<file path="config.mk">
export PLATFORM = sky130hd
export DESIGN_NAME = islc_cell
export DESIGN_NICKNAME = d
export VERILOG_FILES = /design/src/rtl/islc_pkg.sv /design/src/rtl/islc_cell.sv
export SDC_FILE = /design/constraint.sdc
export NUM_CORES = 1
export LEC_CHECK = 0
export BUFFER_PORTS_ARGS = -buffer_cell sky130_fd_sc_hd__buf_2
export CORE_UTILIZATION = 38
export DETAILED_ROUTE_END_ITERATION = 6
export GPL_TIMING_DRIVEN = 0
export MAX_ROUTING_LAYER = met4
export PLACE_DENSITY = 0.89
export SKIP_CTS_REPAIR_TIMING = 1
export SLEW_MARGIN = 15
export SYNTH_ARGS = -nofsm -noshare
export SYNTH_HDL_FRONTEND = slang
export SYNTH_SLANG_ARGS = --single-unit
</file>
<file path="constraint.sdc">
create_clock -name i_clk -period 2.8 [get_ports i_clk]
set_input_delay 0.14 -clock i_clk [delete_from_list [all_inputs] [get_ports i_clk]]
set_output_delay 0.14 -clock i_clk [all_outputs]
set_load 0.03 [all_outputs]
</file>
<file path="src/rtl/islc_pkg.sv">
// Shared types and constants for the indexed sequence list core.
package islc_pkg;

    // Request codes carried on the slave-side tuser.
    typedef enum logic [1:0] {
        REQ_INSERT = 2'd0,
        REQ_REMOVE = 2'd1,
        REQ_SEARCH = 2'd2,
        REQ_READ   = 2'd3
    } t_req;

    // Status codes carried on the master-side tuser.
    typedef enum logic [1:0] {
        STAT_OK    = 2'd0,
        STAT_RANGE = 2'd1,
        STAT_FULL  = 2'd2,
        STAT_MISS  = 2'd3
    } t_status;

    // Shift commands broadcast to every cell of the row.
    typedef struct packed {
        logic ins;
        logic rem;
    } t_ctrl;

    // Match bits examined per cycle by the search scanner.
    localparam int CHUNK_LOG = 3;
    localparam int CHUNK     = 1 << CHUNK_LOG;

    // Fixed field widths of the stream payload.
    localparam int POS_BITS   = 7;
    localparam int DATA_BITS  = 32;
    localparam int INDEX_BITS = 6;
    localparam int LEN_BITS   = 7;

endpackage

</file>
<file path="src/rtl/islc_cell.sv">
// One storage cell of the list row: holds a word, shifts with its neighbors.
module islc_cell #(
    parameter int IDX       = 0,
    parameter int CW        = 7,
    parameter int WORD_BITS = 32
) (
    input  logic                 i_clk,
    input  islc_pkg::t_ctrl      i_ctrl,
    input  logic [CW-1:0]        i_pos,
    input  logic [CW-1:0]        i_count,
    input  logic [WORD_BITS-1:0] i_value,
    input  logic [WORD_BITS-1:0] i_left,
    input  logic [WORD_BITS-1:0] i_right,
    output logic [WORD_BITS-1:0] o_word,
    output logic [WORD_BITS-1:0] o_hit,
    output logic                 o_match
);
    import islc_pkg::*;

    localparam logic [CW-1:0] MY_IDX = CW'(IDX);

    logic [WORD_BITS-1:0] r_word;

    // Insert: cells past the position take the left neighbor, the position takes the value.
    // Remove: cells from the position on take the right neighbor.
    always_ff @(posedge i_clk) begin
        if (i_ctrl.ins) begin
            if (MY_IDX > i_pos) begin
                r_word <= i_left;
            end else if (MY_IDX == i_pos) begin
                r_word <= i_value;
            end
        end else if (i_ctrl.rem && (MY_IDX >= i_pos)) begin
            r_word <= i_right;
        end
    end

    assign o_word  = r_word;
    assign o_hit   = (MY_IDX == i_pos) ? r_word : '0;
    assign o_match = (MY_IDX < i_count) && (r_word == i_value);

endmodule

</file>
---- After elaboration in Yosys (flattened, before gate mapping) ----
Index checks and enable logic that the tools add are counted.
word-level totals
  output and inout port bits .............. 65
  flip-flop bits (word level) ............. 32
operators by class
  muxes and demuxes ....................... 5
  $lt $le $gt $ge ......................... 3
  equality and inequality tests ........... 2
  reductions and logical operators ........ 5
operators with widths
  operator              number
  $mux W32              5
  $eq A32 B32 Y1        1
  $ge A1 B7 Y1 const A  1
  $gt A1 B7 Y1 const A  1
  $logic_not A7 Y1      1
  $lt A1 B7 Y1 const A  1
  $ne A3 B1 Y1 const B  1
  $logic_and A1 B1 Y1   2
  $reduce_and A2 Y1     1
  $reduce_bool A2 Y1    1

---- Logic depth before layout (Yosys ltp) ----
  depth after elaboration ................. 4
  mapped depth ............................ 4

---- Least setup slack after synthesis ----
Ideal clock, no wire load.
  path kind ............................... reg-to-output
  start ................................... register r_word[10] (netlist: o_word[10])
  end ..................................... output port o_match
  stages on the path, launching flop included .. 5
  setup slack ............................. -0.004 ns
  data required time ...................... 2.660 ns
  arrival ................................. 2.664 ns
  cells stage by stage .................... edfxtp_1 > xor2_1 > nor4_1 > nand3_1 > a2111oi_0
between the ends
  word-level cells in the longest chain between the ends .. 2
RTL lines
  element                 line             text
  from (decl)             islc_cell.sv:22  logic [WORD_BITS-1:0] r_word;
  from (signal assigned)  islc_cell.sv:29  r_word <= i_left;
  from (signal assigned)  islc_cell.sv:31  r_word <= i_value;
  from (signal assigned)  islc_cell.sv:34  r_word <= i_right;
  $eq A32 B32 Y1          islc_cell.sv:40  assign o_match = (MY_IDX < i_count) && (r_word == i_value);
  $logic_and A1 B1 Y1     islc_cell.sv:40
  to (decl)               islc_cell.sv:16  output logic o_match
No other way between the ends.

---- Worst setup path after layout ----
  start ................................... register r_word[12] (netlist: o_word[12])
  end ..................................... output port o_match
The elaborated chain is that of the path after synthesis.

==> results.json <==
{
  "status": "complete, no violations",
  "cts_root_buf": "clkbuf_8",
  "dieArea_um2": 5500,
  "ys.flop_type": "edfxtp_1",
  "place_congestion": 0.792,
  "area_growth_pct": 44.9,
  "worst_slack_ps": 589,
  "port_buffers": 144,
  "initial_core_util": 0.406,
  "crit_start": "o_word[12]",
  "fin_area_um2": 2870,
  "clk_path_buf_depth": 2,
  "worstSetupPathType": "reg2out",
  "die_x_um": 74.2,
  "startpoint_type": "flip-flop",
  "antenna_found_initial": 0,
  "cp_data_required_time_ps": 2660,
  "largest_register_ffs": 32,
  "synthesis.nets": 264,
  "layout-drive-gt1-share": 0.696,
  "worst_pin_slew_ps": 796,
  "leakage_nw": 1.36,
  "die_height_um": 74.2,
  "yosys.area.top_type": "edfxtp_1",
  "cts_tree": "built",
  "comb_power_share": 0.152,
  "power.internal_mw": 0.792,
  "grt_first_pass_wirelength_um": 7760,
  "ant_nets": 0,
  "overflow": 0,
  "slew_headroom": 0.469,
  "synthTopCellsByArea": "edfxtp_1 (49%), mux2_2 (18%), xor2_1 (12%)",
  "place_inst": 362,
  "tns_ps": 0,
  "grt_max_degree": 33,
  "seq_area_frac_synth": 0.485,
  "synthArstFlopShare": 0,
  "place_ws_ps": 304,
  "fmax_mhz": 452,
  "p_clk_frac": 0.327,
  "ios": 178,
  "clkTransAtPathRegs_ps": 70,
  "nFillCells": 436,
  "hpwl_um": 4180,
  "place_area_um2": 2790,
  "ys_ff_latch": 32,
  "syn_inst": 151,
  "fin_util": 0.588,
  "dr.pass1.iters": 3,
  "drv_cap": 0,
  "core.rowCount": 25,
  "crit_fanout": 3,
  "initialDrtViolationCount": 43,
  "synth_commonest_cells": "edfxtp_1 (32), mux2_2 (32), xor2_1 (28), and2_2 (20), and2_1 (12)",
  "via_per_inst": 4.67,
  "cts_sinks": 32,
  "swShare": 0.229,
  "wire_per_inst_um": 14.4,
  "cts_max_level": 2,
  "synth_top_area_share": 0.485,
  "antenna_cells": 0,
  "ys.warnings.count": 0,
  "grt_pass1_vias": 1641,
  "vias": 1728,
  "seqPwrFrac": 0.521,
  "gr-usage-all-layers": 0.199,
  "detail_route.wirelength_um": 5330,
  "holdPathStages": 2,
  "numCtsBuffers": 5,
  "finalNetCount": 415,
  "finalHoldViolCount": 0,
  "finalSetupViolations": 0,
  "final_cells": 370,
  "rsz0062_at_grt": "false",
  "fin_crit_ps": 2210,
  "finalCritPeriodShare": 0.789,
  "synth.distinct_cells": 17,
  "postSynthAreaPerCell_um2": 13.1,
  "worst_setup_path_end_kind": "primary output",
  "netlist_area_um2": 1980,
  "synth_edf_count": 32,
  "peakVddDrop_v": 0.000243,
  "power.switching_mw": 0.235,
  "min_from": "i_right[25]",
  "hp-class": "in2reg",
  "drc_errors": 0,
  "core_area_um2": 4880,
  "report.final.slew_viol_count": 0,
  "worstPathArrival_ps": 2070,
  "p_per_area_nw_per_um2": 358
}
[layout by cell type (no fill, tap or decap)]
cell and count:
buf_2 146, mux2_2 32, edfxtp_1 32, xor2_1 28
and2_2 20, and2_1 12, nor4_1 8, clkbuf_8 5
xnor2_1 4, clkbuf_2 3, clkbuf_1 2, nand4_1 2
clkinv_2 2, or4_4 1, nor4_4 1, nor3_1 1
nand3_1 1, a2111oi_1 1, o21a_2 1, clkinv_1 1
[power by group through the flow]
stage                     logic, mW  clock network (mW)  registers [mW]
after detailed placement      0.157                   0           0.546
after global routing          0.169               0.371           0.535
after floorplan              0.0714                   0           0.551
after global placement        0.152                   0           0.546
final                         0.156               0.336           0.536
after CTS                     0.157               0.346           0.535
[logic make-up (layout without fill, tap and decap cells)]
logic type      count (synthesis)  after routing  synth area share
buf+inv                         7            159            0.0164
compound gates                  2              2           0.00821
flops                          32             32             0.485
simple gates                   46             46             0.167
mux                            32             32             0.182
xor+xnor                       32             32             0.142
[per-stage QoR]
stage	power (mW)	hold slack, ps
6_report	1.03	159
2_1_floorplan	0.622	360
4_1_cts	1.04	151
3_3_place_gp	0.698	441
5_1_grt	1.08	147
3_5_place_dp	0.703	446
[worst max-delay path, stage by stage (launching register included)]
cell	delay [ps]
edfxtp_1	440
xor2_1	170
nor4_1	460
nand4_1	150
a2111oi_1	320
buf_2	260
[metal layers]
metal / GRT usage / vias up / part of all wire
met5: - / - / 0
met1: 0.227 / 806 / 0.43
li1: - / 846 / -
met3: 0.0447 / 2 / 0.052
met2: 0.353 / 74 / 0.51
met4: 0.0470 / 0 / 0.0051
[final timing paths]
kind / slack (ps) / end
setup / recovery: 590 / o_match
hold / removal: 160 / o_word[25]
[final cells by class]
class / count / area [um2] / share of cell area
Timing Repair Buffer: 144 / 721 / 0.251
Tap cell: 67 / 83.8 / 0.0292
Sequential cell: 32 / 961 / 0.335
Buffer: 7 / 32.5 / 0.0113
Multi-Input combinational cell: 112 / 990 / 0.345
Clock buffer: 5 / 68.8 / 0.0240
Clock inverter: 3 / 13.8 / 0.00480
Power figures use the tool's default switching activity.
