`src/rtl/islc_pkg.sv`:
```
// Shared types and constants for the indexed sequence list core.
package islc_pkg;

    // Request codes carried on the slave-side tuser.
    typedef enum logic [1:0] {
        REQ_INSERT = 2'd0,
        REQ_REMOVE = 2'd1,
        REQ_SEARCH = 2'd2,
        REQ_READ   = 2'd3
    } t_req;

    // Status codes carried on the master-side tuser.
    typedef enum logic [1:0] {
        STAT_OK    = 2'd0,
        STAT_RANGE = 2'd1,
        STAT_FULL  = 2'd2,
        STAT_MISS  = 2'd3
    } t_status;

    // Shift commands broadcast to every cell of the row.
    typedef struct packed {
        logic ins;
        logic rem;
    } t_ctrl;

    // Match bits examined per cycle by the search scanner.
    localparam int CHUNK_LOG = 3;
    localparam int CHUNK     = 1 << CHUNK_LOG;

    // Fixed field widths of the stream payload.
    localparam int POS_BITS   = 7;
    localparam int DATA_BITS  = 32;
    localparam int INDEX_BITS = 6;
    localparam int LEN_BITS   = 7;

endpackage

```
`src/rtl/islc_find.sv`:
```
// First-match scanner: walks the registered match vector a chunk per cycle.
module islc_find #(
    parameter int DEPTH = 64
) (
    input  logic                       i_clk,
    input  logic                       i_rst_n,
    input  logic                       i_load,
    input  logic [DEPTH-1:0]           i_match,
    input  logic                       i_stall,
    output logic                       o_done,
    output logic                       o_found,
    output logic [$clog2(DEPTH)-1:0]   o_index
);
    import islc_pkg::*;

    localparam int NCHUNK = (DEPTH + CHUNK - 1) / CHUNK;
    localparam int CHW    = (NCHUNK > 1) ? $clog2(NCHUNK) : 1;
    localparam int IW     = $clog2(DEPTH);
    localparam int VW     = NCHUNK * CHUNK;

    logic [VW-1:0]            r_match;
    logic [CHW-1:0]           r_chunk;
    logic                     r_busy;
    logic [CHW+CHUNK_LOG-1:0] w_base;
    logic [CHUNK-1:0]         w_bits;
    logic [CHUNK_LOG-1:0]     w_lo;
    logic                     w_last;

    assign w_base = {r_chunk, {CHUNK_LOG{1'b0}}};
    assign w_bits = r_match[w_base +: CHUNK];
    assign w_last = (r_chunk == CHW'(NCHUNK - 1));

    // Lowest set bit of the current chunk.
    always_comb begin
        w_lo = '0;
        for (int k = CHUNK - 1; k >= 0; k--) begin
            if (w_bits[k]) begin
                w_lo = CHUNK_LOG'(k);
            end
        end
    end

    assign o_found = |w_bits;
    assign o_done  = r_busy && (o_found || w_last);
    assign o_index = IW'({r_chunk, w_lo});

    always_ff @(posedge i_clk) begin
        if (!i_rst_n) begin
            r_busy  <= 1'b0;
            r_chunk <= '0;
        end else if (i_load) begin
            r_busy  <= 1'b1;
            r_chunk <= '0;
        end else if (r_busy) begin
            if (o_done) begin
                if (!i_stall) begin
                    r_busy <= 1'b0;
                end
            end else begin
                r_chunk <= CHW'(r_chunk + 1'b1);
            end
        end
    end

    always_ff @(posedge i_clk) begin
        if (i_load) begin
            r_match <= VW'(i_match);
        end
    end

endmodule

```
`config.mk`:
```
export PLATFORM = sky130hd
export DESIGN_NAME = islc_find
export DESIGN_NICKNAME = d
export VERILOG_FILES = /design/src/rtl/islc_pkg.sv /design/src/rtl/islc_find.sv
export SDC_FILE = /design/constraint.sdc
export NUM_CORES = 1
export LEC_CHECK = 0
export BUFFER_PORTS_ARGS = -buffer_cell sky130_fd_sc_hd__buf_2
export CORE_ASPECT_RATIO = 1.1
export CORE_MARGIN = 2
export CORE_UTILIZATION = 40
export DETAILED_ROUTE_END_ITERATION = 7
export GPL_TIMING_DRIVEN = 0
export PLACE_DENSITY = 0.66
export SLEW_MARGIN = 10
export SYNTH_ARGS = -nofsm -noshare
export SYNTH_HDL_FRONTEND = slang
export SYNTH_SLANG_ARGS = --single-unit
```
`constraint.sdc`:
```
create_clock -name i_clk -period 2.3 [get_ports i_clk]
set_input_delay 0.46 -clock i_clk [delete_from_list [all_inputs] [get_ports i_clk]]
set_output_delay 0.46 -clock i_clk [all_outputs]
set_load 0.005 [all_outputs]
```
# ---- Yosys cells after proc, flatten, opt, wreduce, memory -nomap -nowiden
# Cells that the tools add are included.
dict set report classes {
  n_addsub 1
  eq_ne 1
  shifts 1
  n_mux 12
  bitwise 2
  n_reduce_logical 5
}
# operator count
set op_table {}
lappend op_table {{64-bit by 7-bit indexed part select with 8-bit output} 1}
lappend op_table {{3-bit 2-to-1 mux} 8}
lappend op_table {{8-bit OR reduction} 1}
lappend op_table {{1-bit 2-to-1 mux} 4}
lappend op_table {{3-bit by 1-bit adder with 3-bit output (second input constant)} 1}
lappend op_table {{3-bit equality test (second input constant)} 1}
lappend op_table {{1-bit inverter} 2}
lappend op_table {{2-bit AND reduction} 1}
lappend op_table {{2-bit OR reduction} 1}
lappend op_table {{1-bit logical AND} 1}
lappend op_table {{1-bit logical OR} 1}
dict set report totals {
  register_bits 68
  out_inout_bits 8
}

# ---- Depth between registers and ports, before layout
# Gate-level depths: netlist of the first run.
dict set report logic_depth {
  depth_word 9
  depth_mapped 9
  mapped_depth_nobuf 7
}

# ---- Least setup slack after synthesis of the first run
# No wires, ideal clock.
dict set report synth_path {
  kind {register to output}
  from {register r_chunk[1]}
  to {output port o_done}
  arrival_ns 1.832
  required_ns 1.840
  slack_ns 0.008
  stages_incl_launch_ff 9
  path_buffers 2
  cell_sequence {dfxtp_1 > buf_2 > buf_2 > mux4_2 > mux2i_4 > nand2_2 > and4b_1 > nand2_1 > and2_1}
}
dict set report synth_via {
  elab_chain_len 4
  word_cells_on_any_way 5
  classes_between {eq/ne (1); shift (1); reduce/logical (3)}
}
# item line
set synth_lines {}
lappend synth_lines {{start, declared} islc_find.sv:22} ;# logic [CHW-1:0] r_chunk;
lappend synth_lines {{start signal, assigned} islc_find.sv:60} ;# r_chunk <= CHW'(r_chunk + 1'b1);
lappend synth_lines {{64-bit by 7-bit indexed part select with 8-bit output} islc_find.sv:30} ;# assign w_bits = r_match[w_base +: CHUNK];
lappend synth_lines {{8-bit OR reduction} islc_find.sv:43} ;# assign o_found = |w_bits;
lappend synth_lines {{1-bit logical OR *} islc_find.sv:44} ;# assign o_done = r_busy && (o_found || w_last);
lappend synth_lines {{1-bit logical AND *} islc_find.sv:44}
lappend synth_lines {{end, declared} islc_find.sv:10} ;# output logic o_done,
# Every way passes the cells marked *; elsewhere a longest branch is shown, timed or not.

# ---- Worst setup path in the final report of the first run
dict set report layout_path {
  from {register r_chunk[0]}
  to {output port o_found}
}
dict set report layout_via {
  elab_chain_len 2
}
# item line
set layout_lines {}
lappend layout_lines {{64-bit by 7-bit indexed part select with 8-bit output} islc_find.sv:30}
lappend layout_lines {{8-bit OR reduction} islc_find.sv:43}
lappend layout_lines {{end, declared} islc_find.sv:11} ;# output logic o_found,
# No other way between the ends.

==> results.json, run 1 <==
{
  "outcome": "finished with violations",
  "violations": "negative setup slack",
  "final_core_util_pct": 56.7,
  "drt_iter0_markers": 156,
  "max_freq_ghz": 0.359,
  "postRouteAntennaNets": 0,
  "yosysTopAreaCell": "edfxtp_1",
  "final-seq-area_sq_um": 2010,
  "post-route-period-util_pct": 121,
  "syn_inst": 191,
  "netlist.area_leader.share_pct": 65.8,
  "skew_ns": 0.00563,
  "syn_area_sq_um": 2920,
  "pin_count": 76,
  "tns_ns": -1.82,
  "crit_fanout": 6,
  "async_reset_ff_share_pct": 0,
  "arrival_ns": 2.33,
  "setup_viol": 6,
  "cp.buffers_inverters": 4,
  "grt_usage_pct": 15.3,
  "n_fill_cell": 581,
  "worstMarginPinSlew_ns": 0.794,
  "fin_ws_ns": -0.489,
  "cts_max_path_buffers": 2,
  "synth_edf_count": 64,
  "dieHeight_microns": 93.7,
  "critPathKind": "reg2out",
  "synth-seq-area-share_pct": 68.5,
  "drc_errors": 0,
  "power_density_nw_per_um2": 714,
  "yosys_warnings": 0,
  "layout-drive-gt1-share_pct": 50.2,
  "cts_hold_buf": 0,
  "syn_nets": 261,
  "clock-sinks": 68,
  "antenna_found_initial": 0,
  "synth_cell_types": 39,
  "vias_per_cell": 5.04,
  "clk_pin_slew_ns": 0.07,
  "synthTopCellsByArea": "edfxtp_1 (66%), mux2i_1 (6.5%), mux4_2 (3.9%)",
  "wl_per_cell_microns": 15.6,
  "hold_path_class": "in2reg",
  "cp_top_family": "multiplexers",
  "firstDrtPassIters": 4,
  "initial_core_util_pct": 41.5,
  "ys.flop_type": "edfxtp_1",
  "gp_congestion": 0.779,
  "synthMuxAreaShare_pct": 12.3,
  "cp_cell_sequence": "buf_8 -> mux4_2 -> mux2i_4 -> nand2_2 -> and4b_2 -> buf_4 -> inv_1 -> buf_2",
  "clk-insertion-delay-late_ns": 0.34,
  "grt_max_degree": 68,
  "cts_root_buf": "clkbuf_8",
  "cp-end-kind": "primary output",
  "die-area_sq_um": 8010,
  "relSlewSlack_pct": 47.1,
  "cts_tree": "built",
  "dpl.hpwl_mm": 3.91,
  "synth.avg_cell_area_sq_um": 15.3,
  "die_x_microns": 85.5,
  "cts_max_level": 3,
  "num_vias": 1936,
  "coreArea_sq_um": 7050,
  "p_leak_nw": 1.50,
  "port-buffer-count": 75,
  "synth_compound_area_share_pct": 6.08,
  "numCtsBuffers": 9,
  "num_rows": 32,
  "wl_mm": 6.00,
  "drv_cap": 0,
  "multiInputGateArea_sq_um": 981,
  "max_stage_delay_ns": 0.54,
  "syn_to_final_growth_pct": 36.8,
  "diodes": 0,
  "rsz0062_at_grt": "yes",
  "ir_worst_vdd_uv": 480,
  "grt_pass1_wl_mm": 9.09,
  "nNetsFinal": 364,
  "timing.final.crit_period_ns": 2.79,
  "yosys.area_share.xor_xnor_pct": 0,
  "synthAdderAreaFrac_pct": 0.856,
  "critPathSlowestCell": "mux4_2",
  "required_ns": 1.84,
  "synth_simple_gate_area_share_pct": 10.1,
  "finalMaxSlewViolations": 0,
  "grt_pass1_vias": 1915,
  "gr-total-overflow": 0,
  "ys_ff_latch": 68,
  "start_kind": "flop",
  "synth_top_family_by_area": "multiplexers",
  "hold_viol": 0
}
Yosys cell counts (3+ instances only):
cell type	number
a21oi_1	5
buf_2	6
dfxtp_1	4
edfxtp_1	64
inv_1	4
mux2i_1	19
mux4_2	5
nand2_1	15
nand3_1	9
nand4_1	4
nor2_1	6
nor2b_1	3
nor3_1	7
nor3b_1	3
o21ai_0	5
registers in the layout, summed over array words and instances, names as in the netlist:
register	flops
r_busy	1
r_chunk	3
r_match	64
cell families after synthesis:
logic type / count (synthesis)
DFF: 68
and+or+nand+nor: 56
muxes: 27
AOI/OAI and AO/OA: 26
buffers and inverters: 12
adders and majority gates: 2
layout by cell type (no fill, tap or decap), types with 2 or more instances in the layout:
cell        n
mux2i_4     7
buf_2      75
nor3b_1     3
a21oi_1     5
nor3_1      7
mux2i_2     7
nor2_1      5
nand3_1     9
buf_6       3
a22oi_1     2
ha_1        2
nand2_2     3
bufinv_16   3
and2_1      2
buf_12      2
nand2_1    13
nand4_1     4
buf_4      16
inv_1       4
o21ai_1     2
clkbuf_8    9
mux4_2      5
edfxtp_1   64
dfxtp_2     3
o21ai_0     5
buf_8       2
mux2i_1     7
layer usage:
metal | part of all wire (%) | GRT usage (%) | vias to the layer above
met3 | 6.4 | 4.83 | 10
met5 | 0 | 0 | -
met1 | 42 | 18.3 | 906
li1 | - | - | 952
met4 | 1.8 | 7.28 | 0
met2 | 49 | 25.2 | 68
where the power goes:
part | switching [W] | total [W] | internal, W
Clock | 0.000439 | 0.00115 | 0.000715
Sequential | 0.0000460 | 0.00151 | 0.00146
Combinational | 0.0000886 | 0.000194 | 0.000106
Total | 0.000574 | 0.00285 | 0.00228
worst paths after layout:
check	from	end	slack, ns	cells past startpoint
hold / removal	i_match[56]	r_match[56]$_DFFE_PP_	0.28	1
hold reg to reg	r_busy$_SDFF_PN0_	r_chunk[0]$_SDFFE_PP0P_	0.56	2
setup reg to reg	r_chunk[0]$_SDFFE_PP0P_	r_chunk[2]$_SDFFE_PP0P_	0	8
setup / recovery	r_chunk[0]$_SDFFE_PP0P_	o_found	-0.49	8
final cells by class:
cell class	count	share of cell area [%]
Buffer	8	2.50
Multi-Input combinational cell	111	24.5
Timing Repair Buffer	92	13.8
Inverter	4	0.375
Tap cell	85	2.66
Sequential cell	68	50.2
Clock inverter	7	2.88
Clock buffer	9	3.10
timing repair:
action | CTS | global route
gates resized for setup | 23 | 22
endpoints found under the hold margin | 0 | 0
buffers inserted | 8 | 9
pin swaps | 5 | 7
endpoints found under the setup margin | 7 | 7
gates cloned | 0 | 1
metrics by stage:
step | hold slack (ns) | worst slack [ns] | instances | power (W) | cell area (sq um)
6_report | 0.285 | -0.489 | 384 | 0.00285 | 4000
5_1_grt | 0.270 | -0.579 | 384 | 0.00296 | 4000
4_1_cts | 0.267 | -0.506 | 375 | 0.00286 | 3790
3_5_place_dp | 0.563 | -0.373 | 351 | 0.00169 | 3410
3_3_place_gp | 0.530 | -0.381 | 351 | 0.00169 | 3400
2_1_floorplan | 0.505 | 0.00821 | 191 | 0.00158 | 2920
Note: power is estimated with default switching activity, not from simulation.
==> run 2: changes to the inputs <==
Settings changed: ABC_AREA set to 1, PLACE_DENSITY 0.66 to 0.65.
==> run 2 against run 1 <==
Effect of this change:
- the run still ends with negative setup slack left
- setup slack gained 0.37 ns
- final area shrank 0.97%
- sequential power is essentially flat
- flip-flop and latch count is the same
- utilization shrank 3.2 points
- cell count grew 26%
- critical path depth grew 5
- clock skew grew 0.0039 ns
- total power shrank 8.7%
- clock power shrank 20%
- maximum frequency grew 15%
==> results.json, run 2 <==
{
  "yosys.area_share.xor_xnor_pct": 0,
  "die_x_microns": 87.0,
  "critPathSlowestCell": "dfxtp_2",
  "syn_to_final_growth_pct": 30.8,
  "pwr-share-seq_pct": 56.8,
  "cp.buffers_inverters": 5,
  "clkPwrFrac_pct": 35.4,
  "top_register": "r_match",
  "synth.avg_cell_area_sq_um": 10.3,
  "tns_ns": -0.330,
  "start_kind": "flop",
  "fin_hold_ws_ns": 0.293,
  "grt_usage_pct": 16.6,
  "syn_nets": 363,
  "async_reset_ff_share_pct": 0,
  "nNetsFinal": 463,
  "numCtsBuffers": 9,
  "top_regs": "r_match x64, r_chunk x3, r_busy x1",
  "power_density_nw_per_um2": 658,
  "cts_root_buf": "clkbuf_8",
  "ys_ff_latch": 68,
  "required_ns": 1.84,
  "crit_fanout": 8,
  "num_vias": 2220,
  "num_rows": 33,
  "clk-insertion-delay-late_ns": 0.33,
  "clock-sinks": 68,
  "hold_path_class": "in2reg",
  "p_sw_share_pct": 21.8,
  "coreArea_sq_um": 7390,
  "layout_common_cells": "nand2_1 (99), buf_2 (74), edfxtp_1 (64), inv_1 (43), nand3_1 (34)",
  "holdPathStages": 1,
  "synthTopCellsByCount": "nand2_1 (107), edfxtp_1 (64), inv_1 (43)",
  "antenna_found_initial": 0,
  "violations": "negative setup slack",
  "synth_compound_area_share_pct": 1.12,
  "finalMaxSlewViolations": 0,
  "wl_per_cell_microns": 13.3,
  "grt_max_degree": 67,
  "layout-drive-gt1-share_pct": 34.9,
  "synthAdderAreaFrac_pct": 0.826,
  "netlist.area_leader.share_pct": 63.5,
  "rrSetupSlack_ns": 0.37,
  "hold-path-endpoint": "r_match[26]$_DFFE_PP_",
  "rr_startpoint": "r_chunk[0]$_SDFFE_PP0P_",
  "cts_max_level": 3,
  "wl_mm": 6.44,
  "worstMarginPinSlew_ns": 0.821,
  "pin_count": 76,
  "post_dp_cell_area_sq_um": 3510,
  "rsz0062_at_grt": "yes",
  "largest_reg_flops": 64,
  "initial_core_util_pct": 41.0,
  "grt_pass1_wl_mm": 10.3,
  "synth_edf_count": 64,
  "diodes": 0,
  "port-buffer-count": 75,
  "drt_iter0_markers": 105,
  "die-area_sq_um": 8280,
  "grt_pass1_vias": 2215,
  "setup_viol": 4,
  "ir_worst_vdd_uv": 471,
  "post-synth-top-count-cell": "nand2_1",
  "total_power_w": 0.00261,
  "gr-total-overflow": 0,
  "multiInputGateArea_sq_um": 810,
  "relSlewSlack_pct": 45.3,
  "synth_top_family_by_area": "simple AND/OR/NAND/NOR gates",
  "arrival_ns": 1.95,
  "final-seq-area_sq_um": 2000,
  "fin_ws_ns": -0.115,
  "vias_per_cell": 4.58,
  "reg2regPathDepth": 15,
  "post-route-period-util_pct": 105,
  "synthTopCellsByArea": "edfxtp_1 (63%), nand2_1 (13%), nand3_1 (6.3%)",
  "max_stage_delay_ns": 0.34,
  "combinationalPowerShare_pct": 7.7,
  "synth_simple_gate_area_share_pct": 23.2,
  "synth-seq-area-share_pct": 66.1,
  "dpl.hpwl_mm": 4.28,
  "skew_ns": 0.00954,
  "fin_area_sq_um": 3960,
  "cts_tree": "built",
  "hold_path_startpoint": "i_match[26]",
  "critPathKind": "reg2out",
  "ys.flop_type": "edfxtp_1",
  "cp_cell_sequence": "buf_8 -> inv_8 -> clkbuf_16 -> nand2_1 -> nand3_1 -> nand3_1 -> nand2_2 -> nand2_2 -> nor2_4 -> nand2_4 -> o21ai_2 -> inv_1 -> buf_2",
  "cts_max_path_buffers": 2,
  "final_common_cell": "nand2_1",
  "syn_inst": 293,
  "clk_pin_slew_ns": 0.08,
  "drc_errors": 0,
  "synth_cell_types": 22,
  "dieHeight_microns": 95.3,
  "yosysTopAreaCell": "edfxtp_1",
  "timing.final.crit_period_ns": 2.41,
  "outcome": "finished with violations",
  "switchingPower_w": 0.000568,
  "syn_area_sq_um": 3030,
  "synthMuxAreaShare_pct": 0,
  "hold_viol": 0,
  "gp_congestion": 0.783,
  "firstDrtPassIters": 4,
  "p_int_w": 0.00204,
  "worstReg2RegEnd": "r_chunk[1]$_SDFFE_PP0P_",
  "yosys_warnings": 0,
  "cp-end-kind": "primary output",
  "max_freq_ghz": 0.414,
  "dp_slack_ns": 0.000680,
  "cp_top_family": "simple AND/OR/NAND/NOR gates",
  "postRouteAntennaNets": 0,
  "p_leak_nw": 1.90,
  "drv_cap": 0,
  "n_fill_cell": 693
}
[run 2: cell count changes after synthesis, moves of 4 or more]
cell     change
o21ai_0      -5
inv_1       +39
mux2i_1     -19
nand4_1      -4
nand2_1     +92
nand3_1     +29
nor3_1       -6
mux4_2       -5
[run 2: logic make-up (layout without fill, tap and decap cells)]
kind of cell / after synthesis / count (layout)
fa+ha+maj: 2 / 2
compound gates: 6 / 6
simple gates: 160 / 160
flops: 68 / 68
buf+inv: 57 / 162
[run 2: how the worst max path moves through the flow]
stage                            start  slack, ns         end  depth (start not counted)
3_5_place_dp   r_chunk[2]$_SDFFE_PP0P_     0.0007  o_index[0]                         10
3_3_place_gp   r_chunk[2]$_SDFFE_PP0P_      0.009  o_index[0]                         10
4_1_cts        r_chunk[0]$_SDFFE_PP0P_      -0.11      o_done                         14
2_1_floorplan  r_chunk[0]$_SDFFE_PP0P_       0.42      o_done                         13
5_1_grt        r_chunk[0]$_SDFFE_PP0P_      -0.25      o_done                         14
6_report       r_chunk[0]$_SDFFE_PP0P_      -0.11      o_done                         13
[run 2: layout make-up]
class	instances	area share, %
tap	87	2.75
buffer	11	3.32
multi-input combinational	168	20.4
timing repair buffer	89	13.6
clock buffer	10	3.22
clock inverter	6	1.39
inverter	46	4.68
sequential	68	50.6
[run 2: worst register-to-register path, stage by stage, from the launching register on]
cell and delay, ns:
dfxtp_2 0.34, buf_8 0.14, inv_8 0.10, clkbuf_16 0.15
nand2_1 0.05, nand3_1 0.06, nand3_1 0.10, nand2_2 0.10
nand2_2 0.10, nor2_4 0.16, buf_4 0.12, buf_4 0.10
nand4_4 0.11, nand2_1 0.09, nand2_1 0.05, nor2_1 0.09
[run 2: timing repair]
item                                    4_1_cts  5_1_grt
hold buffers                                  0        0
cloned                                        1        2
pin swaps                                    10        5
buffers inserted                             10        1
endpoints found under the setup margin        5        5
resized for setup                            30        4
[run 2: power by group through the flow]
stage,sequential (W),clock [W],combinational [W]
2_1_floorplan,0.00150,0,0.0000837
3_3_place_gp,0.00151,0,0.000179
3_5_place_dp,0.00151,0,0.000184
4_1_cts,0.00148,0.000944,0.000201
5_1_grt,0.00149,0.00101,0.000228
6_report,0.00148,0.000924,0.000202
[run 2: metrics by stage]
step / util, % / instances
4_1_cts: 52.6 / 482
2_1_floorplan: - / 293
6_report: 53.6 / 485
3_3_place_gp: 47.5 / 455
5_1_grt: 53.6 / 485
3_5_place_dp: 47.6 / 455
[run 2: per-layer routing]
metal / global-route usage (%) / part of all wire, % / vias up
met4: 6.38 / 1.4 / 0
met3: 4.50 / 5.4 / 9
met1: 20.4 / 43 / 998
li1: - / - / 1146
met2: 28.0 / 50 / 67
met5: 0 / 0 / -
